`src/rtl/core/icv_pkg.sv`:
```
// types and constants shared by the check tag pipeline
`timescale 1ns / 1ps

package icv_pkg;

    localparam logic [63:0] W_SALT0 = 64'hbaddecafbaddecaf;
    localparam logic [63:0] W_SALT1 = 64'h0123456789abcdef;
    localparam logic [63:0] W_SALT2 = 64'hdeadbeefdeadbeef;
    localparam logic [31:0] N_SALT0 = 32'hbaddecaf;
    localparam logic [31:0] N_SALT1 = 32'h01234567;
    localparam logic [31:0] N_SALT2 = 32'hdeadbeef;
    localparam logic [31:0] N_MUL   = 32'h27d4eb2d;
    localparam logic [31:0] N_XOR   = 32'd61;

    // group bit positions of the replaced parity bits
    localparam logic [3:0] W_POS_A = 4'd11;
    localparam logic [3:0] W_POS_B = 4'd12;
    localparam logic [3:0] N_POS_A = 4'd0;
    localparam logic [3:0] N_POS_B = 4'd15;

    localparam logic KIND_GEN = 1'b0;
    localparam logic KIND_VAL = 1'b1;

    localparam int unsigned IN_DATA_W  = 88;
    localparam int unsigned OUT_DATA_W = 88;

    typedef struct packed {
        logic        kind;
        logic        wide;
        logic [63:0] ident;
        logic        strength;
        logic [15:0] tag_in;
    } t_item;

endpackage

```
`src/rtl/core/id_check_tag_generate_validate_top.sv`:
```
// Check tag generator and validator. Each input word asks to generate or to
// validate a 16-bit check tag for a 64-bit or 32-bit identifier. The block
// takes one word per clock while the output is not stalled; each result passes
// four hash stages (the second one holds a single 32x32 constant multiplier)
// and a registered tag and check stage that drives the output.
// Every stage holds its word while the output waits, so a stall loses nothing
// and bubbles close up as words move on.
`timescale 1ns / 1ps

module id_check_tag_generate_validate_top (
    input  logic                            i_clk,
    input  logic                            i_rst_n,
    input  logic                            i_s_tvalid,
    output logic                            o_s_tready,
    // ident[63:0], strength[64], tag_in[80:65], zero pad[87:81]
    input  logic [icv_pkg::IN_DATA_W-1:0]   i_s_tdata,
    // kind[0], wide[1]
    input  logic [1:0]                      i_s_tuser,
    output logic                            o_m_tvalid,
    input  logic                            i_m_tready,
    // tag_out[15:0], ok[16], ident_out[80:17], zero pad[87:81]
    output logic [icv_pkg::OUT_DATA_W-1:0]  o_m_tdata
);
    import icv_pkg::*;

    t_item       w_in_item;
    t_item       w_h_item;
    logic        w_h_valid;
    logic        w_h_ready;
    logic [15:0] w_hash;

    logic        r_out_vld;
    logic [15:0] r_tag;
    logic        r_ok;
    logic [63:0] r_ident;
    logic [15:0] n_tag;
    logic        n_ok;
    logic [63:0] n_ident;

    assign w_in_item.kind     = i_s_tuser[0];
    assign w_in_item.wide     = i_s_tuser[1];
    assign w_in_item.ident    = i_s_tdata[63:0];
    assign w_in_item.strength = i_s_tdata[64];
    assign w_in_item.tag_in   = i_s_tdata[80:65];

    icv_hash_pipe u_hash (
        .i_clk   (i_clk),
        .i_rst_n (i_rst_n),
        .i_valid (i_s_tvalid),
        .o_ready (o_s_tready),
        .i_item  (w_in_item),
        .o_valid (w_h_valid),
        .i_ready (w_h_ready),
        .o_item  (w_h_item),
        .o_hash  (w_hash)
    );

    assign w_h_ready = !r_out_vld || i_m_tready;

    // tag insertion or check against the recomputed hash
    always_comb begin
        logic [3:0]  pos_a, pos_b;
        logic        base, bias, pa, pb, pass;
        logic [15:0] t, keep, one_a, one_b;
        pos_a = w_h_item.wide ? W_POS_A : N_POS_A;
        pos_b = w_h_item.wide ? W_POS_B : N_POS_B;
        one_a = 16'd1 << pos_a;
        one_b = 16'd1 << pos_b;
        base  = w_h_item.wide;
        bias  = w_h_item.strength ? base : !base;
        keep  = ~(one_a | one_b);
        t     = (w_h_item.kind == KIND_GEN) ? w_hash : w_h_item.tag_in;
        pa    = t[pos_a] ^ t[3] ^ t[7] ^ t[10];
        pb    = t[pos_b] ^ t[4] ^ t[13] ^ t[1];
        pass  = (pa == pb) && (((w_hash ^ w_h_item.tag_in) & keep) == 16'd0);
        n_tag   = 16'd0;
        n_ok    = 1'b1;
        n_ident = w_h_item.ident;
        case (w_h_item.kind)
            KIND_GEN: begin
                n_tag = w_hash ^ ({16{pa ^ bias}} & one_a) ^ ({16{pb ^ bias}} & one_b);
            end
            KIND_VAL: begin
                n_ok = pass;
                if (pass) begin
                    n_ident = {w_h_item.ident[62:0], pa ^ base ^ 1'b1};
                    if (!w_h_item.wide) begin
                        n_ident[63:32] = 32'd0;
                    end
                end
            end
            default: begin
                n_ok = 1'b0;
            end
        endcase
    end

    always_ff @(posedge i_clk) begin
        if (!i_rst_n) begin
            r_out_vld <= 1'b0;
        end else if (w_h_ready) begin
            r_out_vld <= w_h_valid;
        end
    end

    always_ff @(posedge i_clk) begin
        if (w_h_ready) begin
            r_tag   <= n_tag;
            r_ok    <= n_ok;
            r_ident <= n_ident;
        end
    end

    assign o_m_tvalid = r_out_vld;
    assign o_m_tdata  = {7'd0, r_ident, r_ok, r_tag};

    // input back-pressure can only come from a held output word
    a_stall_source: assert property (@(posedge i_clk) disable iff (!i_rst_n)
        !o_s_tready |-> (o_m_tvalid && !i_m_tready))
        else $error("input stalled without a held output word");

    // the hash pipe is held only while the output register is full and waiting
    a_pipe_hold: assert property (@(posedge i_clk) disable iff (!i_rst_n)
        (w_h_valid && !w_h_ready) |-> (r_out_vld && !i_m_tready))
        else $error("hash pipe held with output free");

    // a failed check never carries a tag
    a_fail_no_tag: assert property (@(posedge i_clk) disable iff (!i_rst_n)
        (o_m_tvalid && !r_ok) |-> (r_tag == 16'd0))
        else $error("failed check word carries a tag");

    // a word leaving the hash pipe lands in the output register
    a_handoff: assert property (@(posedge i_clk) disable iff (!i_rst_n)
        (w_h_valid && w_h_ready) |=> o_m_tvalid)
        else $error("hash result lost at output stage");

endmodule

```
`src/rtl/core/icv_hash_pipe.sv`:
```
// four stage pipelined salted integer hash, folded to 16 bits
`timescale 1ns / 1ps

module icv_hash_pipe (
    input  logic          i_clk,
    input  logic          i_rst_n,
    input  logic          i_valid,
    output logic          o_ready,
    input  icv_pkg::t_item i_item,
    output logic          o_valid,
    input  logic          i_ready,
    output icv_pkg::t_item o_item,
    output logic [15:0]   o_hash
);
    import icv_pkg::*;

    logic [3:0]  r_vld;
    logic [3:0]  w_en;
    t_item       r_item1, r_item2, r_item3, r_item4;
    logic [63:0] r_h1, r_h2, r_h3;
    logic [15:0] r_f;

    t_item       n_item0;
    logic [63:0] n_h1, n_h2, n_h3;
    logic [15:0] n_f;

    // stage enables: a stage loads when empty or when the next one moves
    assign w_en[3]  = !r_vld[3] || i_ready;
    assign w_en[2]  = !r_vld[2] || w_en[3];
    assign w_en[1]  = !r_vld[1] || w_en[2];
    assign w_en[0]  = !r_vld[0] || w_en[1];
    assign o_ready  = w_en[0];
    assign o_valid  = r_vld[3];
    assign o_item   = r_item4;
    assign o_hash   = r_f;

    // stage 1: pre-multiply rounds
    always_comb begin
        logic [63:0] v, w0, w1;
        logic [31:0] n, m0, m1, m2;
        n_item0 = i_item;
        if (!i_item.wide) begin
            n_item0.ident = {32'd0, i_item.ident[31:0]};
        end
        v  = n_item0.ident;
        w0 = ~v + (v << 18) - W_SALT0;
        w1 = w0 ^ (w0 >> 31) ^ W_SALT1;
        n  = v[31:0];
        m0 = (n ^ N_XOR) ^ (n >> 16) ^ N_SALT0;
        m1 = m0 + (m0 << 3) - N_SALT1;
        m2 = m1 ^ (m1 >> 4) ^ N_SALT2;
        n_h1 = i_item.wide ? w1 : {32'd0, m2};
    end

    // stage 2: constant multiply
    always_comb begin
        logic [63:0] w;
        logic [31:0] m;
        w = (r_h1 << 4) + (r_h1 << 2) + r_h1;
        m = r_h1[31:0] * N_MUL;
        n_h2 = r_item1.wide ? w : {32'd0, m};
    end

    // stage 3: post-multiply rounds
    always_comb begin
        logic [63:0] a0, a1;
        logic [31:0] b0, b1;
        a0 = r_h2 + W_SALT2;
        a1 = a0 ^ (a0 >> 11) ^ W_SALT0;
        b0 = r_h2[31:0] + N_SALT0;
        b1 = b0 ^ (b0 >> 15);
        n_h3 = r_item2.wide ? (a1 + (a1 << 6)) : {32'd0, b1};
    end

    // stage 4: last round and fold to 16 bits
    always_comb begin
        logic [63:0] c0, c1;
        logic [15:0] f0, f1;
        c0 = r_h3 - W_SALT1;
        c1 = c0 ^ (c0 >> 22);
        f0 = (c1[15:0] + c1[31:16]) ^ c1[47:32];
        f1 = f0 + c1[63:48];
        n_f = r_item3.wide ? f1 : (r_h3[15:0] + r_h3[31:16]);
    end

    always_ff @(posedge i_clk) begin
        if (!i_rst_n) begin
            r_vld <= '0;
        end else begin
            if (w_en[0]) r_vld[0] <= i_valid;
            if (w_en[1]) r_vld[1] <= r_vld[0];
            if (w_en[2]) r_vld[2] <= r_vld[1];
            if (w_en[3]) r_vld[3] <= r_vld[2];
        end
    end

    always_ff @(posedge i_clk) begin
        if (w_en[0]) begin
            r_item1 <= n_item0;
            r_h1    <= n_h1;
        end
        if (w_en[1]) begin
            r_item2 <= r_item1;
            r_h2    <= n_h2;
        end
        if (w_en[2]) begin
            r_item3 <= r_item2;
            r_h3    <= n_h3;
        end
        if (w_en[3]) begin
            r_item4 <= r_item3;
            r_f     <= n_f;
        end
    end

endmodule

```
`config.mk`:
```
export PLATFORM = sky130hd
export DESIGN_NAME = id_check_tag_generate_validate_top
export DESIGN_NICKNAME = d
export VERILOG_FILES = /design/src/rtl/core/icv_pkg.sv /design/src/rtl/core/id_check_tag_generate_validate_top.sv /design/src/rtl/core/icv_hash_pipe.sv
export SDC_FILE = /design/constraint.sdc
export NUM_CORES = 2
export LEC_CHECK = 0
export ABC_AREA = 1
export BUFFER_PORTS_ARGS = -buffer_cell sky130_fd_sc_hd__buf_4
export CAP_MARGIN = 20
export CORE_MARGIN = 1
export CORE_UTILIZATION = 60
export DETAILED_ROUTE_END_ITERATION = 8
export PLACE_DENSITY = 0.76
export SYNTH_ARGS = -nofsm -noshare
export SYNTH_HDL_FRONTEND = slang
export SYNTH_HIERARCHICAL = 1
export SYNTH_SLANG_ARGS = --single-unit
```
`constraint.sdc`:
```
create_clock -name i_clk -period 24.7 [get_ports i_clk]
set_input_delay 6.175 -clock i_clk [delete_from_list [all_inputs] [get_ports i_clk]]
set_output_delay 6.175 -clock i_clk [all_outputs]
set_load 0.05 [all_outputs]
```
After elaboration in Yosys (flattened, before gate mapping). Index checks and enable logic that the tools add are counted.

Register bits: 626. Bits of input ports: 94. Output and inout port bits: 90. Word-level logic and storage cells: 114.

Add/subtract/negate cells: 13. Multiply operators: 1. $lt $le $gt $ge: 2. Equal/unequal tests: 1. Shifts and indexed selects: 2. Mux-type cells: 16. Bitwise gates (word level): 31. Reduce and logical (&&, ||, !) cells: 13.

Operators by type and width (count): 64-bit adder (4); 64-bit 2-to-1 mux (3); 32-bit 2-to-1 mux (4); 64-bit adder, second input constant (1); 64-bit inverter (1); 64-bit by 57-bit subtractor with 64-bit output, second input constant (1); 64-bit subtractor, second input constant (1); 16-bit bitwise XOR (4); 64-bit by 33-bit bitwise XOR with 64-bit output (1); 64-bit by 42-bit bitwise XOR with 64-bit output (1); 64-bit by 53-bit bitwise XOR with 64-bit output (1); 16-bit adder (3); 16-bit bitwise AND (3); 44-bit inverter (1); 32-bit adder (1); 32-bit adder, second input constant (1); 32-bit by 30-bit multiplier with 32-bit output, second input constant (1); 16-bit 2-to-1 mux (2); 32-bit inverter (1); 1-bit by 4-bit left shift with 16-bit output, first input constant (2); 32-bit by 25-bit subtractor with 32-bit output, second input constant (1); 32-bit by 16-bit bitwise XOR with 32-bit output (1); 32-bit by 17-bit bitwise XOR with 32-bit output (1); 32-bit by 28-bit bitwise XOR with 32-bit output (1); other kinds (17) (38).

Depth between registers and ports, before layout.
Word-level depth: 10. Mapped depth: 42.

By module. Netlist, hierarchy kept.

Modules (own cells, without submodules): icv_hash_pipe (times used 1, cells each 6835, area each 54238.3 um^2, seq. area each 16295.6 um^2); id_check_tag_generate_validate_top (times used 1, cells each 492, area each 4561.9 um^2, seq. area each 2452.4 um^2).

Worst setup path before layout. No wires, ideal clock.

Path kind: input-to-output. From: input i_m_tready. To: output o_s_tready. Data arrival time: 16.975 ns. Required time: 18.525 ns. Path slack: 1.550 ns. Stages: 8. Path through: inv_1 > nand2_1 > nor2_1 > inv_1 > nor2_1 > inv_1 > nor2_1 > nand2_1.

Word-level cells in the longest chain between the ends: 5.

Ends and longest elaborated chain: from (decl) (RTL line id_check_tag_generate_validate_top.sv:20) `input logic i_m_tready,`; 1-bit logical OR (RTL line id_check_tag_generate_validate_top.sv:58) `assign w_h_ready = !r_out_vld || i_m_tready;`; via w_h_ready (RTL line id_check_tag_generate_validate_top.sv:29) `logic w_h_ready;`; 1-bit logical OR (RTL line icv_hash_pipe.sv:28) `assign w_en[3] = !r_vld[3] || i_ready;`; via u_hash.w_en[3] (RTL line icv_hash_pipe.sv:18) `logic [3:0] w_en;`; 1-bit logical OR (RTL line icv_hash_pipe.sv:29) `assign w_en[2] = !r_vld[2] || w_en[3];`; via u_hash.w_en[2] (RTL line icv_hash_pipe.sv:18); 1-bit logical OR (RTL line icv_hash_pipe.sv:30) `assign w_en[1] = !r_vld[1] || w_en[2];`; 1-bit logical OR (RTL line icv_hash_pipe.sv:31) `assign w_en[0] = !r_vld[0] || w_en[1];`; to (decl) (RTL line id_check_tag_generate_validate_top.sv:14) `output logic o_s_tready,`.

The timed path passes the listed nets, and every way through them passes these cells.

Final worst setup path. Ends and elaborated chain as after synthesis.

==> run summary <==
Status: complete, no violations
CP Class: input pin to output pin
Final antenna-violating net count: 0
Mapped Area: 58,800 sq um
Final WL: 193,600 um
# setup viols final: 0
Worst Hold Class: register to register
Clk buf depth: 3
Reg2reg path depth: 25
DRT iter0 DRCs: 5,967
First-pass GRT wire length: 290,300 um
Final hold vios: 0
CTS buffer count: 59
H-tree depth: 2
Per-cell routed wire length: 21.92 um
Cell depth of the worst min-delay path: 0
Post-Route Skew: 0.03891 ns
Die Ht: 315.1 um
I/O Buffers: 169
Reg clk slew, reported paths: 0.07 ns
Via count: 52,090
Post-synth EDFFs: 621
Initial core utilization: 0.6071
TritonCTS Sinks: 626
Row Count: 114
Setup slack, reg-to-reg: 17.09 ns
Sequential fraction of the synthesis area: 0.3188
Worst relative slew slack: 0.2030
Number of synthesized register bits: 626
Max FO, Critical Path: 78
Period utilisation layout: 0.6240
Reg2reg end: u_hash/r_h2[29]$_DFFE_PP_
Largest area contributor in the netlist: edfxtp_1
Clock Root Buffer: clkbuf_16
Core box area: 96,850 sq um
Clk_lat worst skew: 0.67 ns
Setup Buffers After CTS: 0
Nets: 8,381
Routability congestion estimate: 1.071
Async set-reset flop share out of synthesis: 0
Hold Path Origin: u_hash/r_item3[18]$_DFFE_PP_
Worst Hold End: u_hash/o_item[18]$_DFFE_PP_
RSZ-0062 raised after global routing: no
Vias/cell: 5.898
CTS tree: done
Fin Setup TNS: 0 ns
Worst r2r src: u_hash/r_h1[5]$_DFFE_PP_
Warnings, synthesis: 6
Crit path launch type: input pin
Initial antenna violation count: 2
Share of the synthesized area in the top cell type: 0.3171
I/O Pins: 184
CTS resizes: 0
Die width: 315.1 um
Final Max Slew Viols: 0
Unique cell type count in the Yosys netlist: 81
P&R area growth vs syn: 7.571%
Largest net degree at the start of global routing: 84
Fmax: 64.88 MHz
Fill cells: 8,076
Worst Tran Pin Value: 1.183 ns
Top_reg_cell synth: edfxtp_1
Hold buffer count at cts: 0
# DRC: 0
Fin crit period: 15.41 ns
Syn Area/Cell: 8.025 sq um
Vias in the first global route: 49,960
Cells after synthesis: 7,327
CP endpoint kind: output pin
Synth area leaders: edfxtp_1 32%, ha_1 11%, nand2_1 9.5%, fa_1 9.3%, inv_1 8.4%
GR Overflow Total: 0
Register Area: 18,750 sq um
Required time of the critical path: 18.52 ns
Total iterations of the first detailed-routing run: 6
Share of cells above drive strength 1: 0.06237
Max-Cap Viols: 0
DPL Wire Length: 160,000 um
Area of the multi-input gates: 34,530 sq um
Critical Path AT: 9.24 ns
GR Util All Layers: 0.3871
Die area: 99,260 sq um
area by class of cell:
type	count	share of cell area
Inverter	1347	0.08021
Antenna cell	3	0.0001187
Clock inverter	32	0.004827
Multi-Input combinational cell	5281	0.5460
Tap cell	1276	0.02524
Timing Repair Buffer	190	0.02287
Clock buffer	76	0.02435
Sequential cell	626	0.2964
stage by stage:
step	utilization	cell area, sq um	cells	setup slack, ns	hold WS [ns]
6_report	0.6531	63250	8831	9.288	0.4005
2_1_floorplan	-	58820	7333	1.550	0.4003
5_1_grt	0.6530	63240	8828	9.129	0.4147
3_3_place_gp	0.6337	61370	8719	8.973	0.4005
4_1_cts	0.6527	63220	8827	8.716	0.3924
3_5_place_dp	0.6337	61370	8719	8.772	0.4045
critical path, stage by stage:
cell	delay [ns]
buf_4	0.08
inv_1	0.06
nand2_4	0.05
buf_4	0.43
nor2_1	0.16
inv_4	0.33
nor2_1	0.17
inv_6	0.60
nor2_1	0.31
nand2_4	0.53
buf_4	0.31
sequential cells by signal (all words and copies together), names as in the netlist:
| signal | flops |
|---|---|
| u_hash/r_item1 | 83 |
| u_hash/r_h1 | 64 |
| u_hash/r_h2 | 64 |
| u_hash/r_vld | 4 |
| u_hash/o_item | 83 |
| u_hash/r_item2 | 83 |
| r_ident | 64 |
| u_hash/r_h3 | 64 |
| r_ok | 1 |
| o_m_tvalid | 1 |
| u_hash/o_hash | 16 |
| u_hash/r_item3 | 83 |
| r_tag | 16 |
routing by layer:
metal,vias up,GRT usage,routed length [um]
met5,-,0,28
met4,4,0.1823,10570
met3,510,0.06387,17040
met2,2615,0.6347,89830
met1,24530,0.5001,76140
li1,24430,-,-
cell usage in the layout, fill, tap and decap left out, types with 13 or more instances in the layout:
master,instances
clkbuf_1,17
buf_4,189
a21oi_1,501
ha_1,509
nor4_1,24
xnor2_1,111
nor3_1,72
nand4_1,68
edfxtp_1,621
nor2_1,701
inv_1,1320
o22ai_1,13
nand2_1,1492
nand2_2,28
a31oi_1,39
or2_2,16
xor2_1,249
clkinv_1,16
o21bai_1,53
a21o_1,48
nand3b_1,19
o21a_1,34
nor2_2,14
nand3_1,352
o21ai_1,37
a21boi_0,20
inv_2,20
o21ai_2,60
o21ai_0,387
clkbuf_16,59
o211ai_1,23
fa_1,273
cell usage after synthesis (11+ instances only):
master    count
nand2_1    1494
inv_1      1323
nor2_1      701
edfxtp_1    621
ha_1        509
a21oi_1     501
o21ai_0     387
nand3_1     352
fa_1        273
xor2_1      249
xnor2_1     111
nor3_1       72
nand4_1      68
o21ai_2      60
o21bai_1     53
a21o_1       48
a31oi_1      39
o21ai_1      37
clkbuf_1     35
o21a_1       34
nand2_2      28
nor4_1       24
o211ai_1     23
a21boi_0     20
inv_2        20
nand3b_1     19
buf_4        16
buf_6        16
or2_2        16
nor2_2       14
o22ai_1      13
o31ai_1      11
worst max-delay path by stage:
| stage | start | to | slack, ns | cells after the start |
|---|---|---|---|---|
| after floorplan | i_m_tready | o_s_tready | 1.55 | 8 |
| after global placement | i_m_tready | o_s_tready | 8.97 | 11 |
| after detailed placement | i_m_tready | o_s_tready | 8.77 | 11 |
| after CTS | i_m_tready | o_s_tready | 8.72 | 11 |
| after global routing | i_m_tready | o_s_tready | 9.13 | 11 |
| final | i_m_tready | o_s_tready | 9.29 | 11 |
cells by family (layout without fill, tap and decap cells):
family	after synthesis	count (layout)	synth area share
AND/OR/NAND/NOR	2830	2830	0.2011
buffers and inverters	1426	1645	0.09448
AO/OA/AOI/OAI	1290	1290	0.1273
adder cells (fa/ha/maj)	782	782	0.2013
flip-flops	626	626	0.3188
XOR/XNOR	371	371	0.05677
other	1	10	0.00006378
multiplexers	1	1	0.0001702
Power is left out: the tool's default activity adds up to more than one toggle a clock period on the data nets, which glitch-free logic cannot reach.
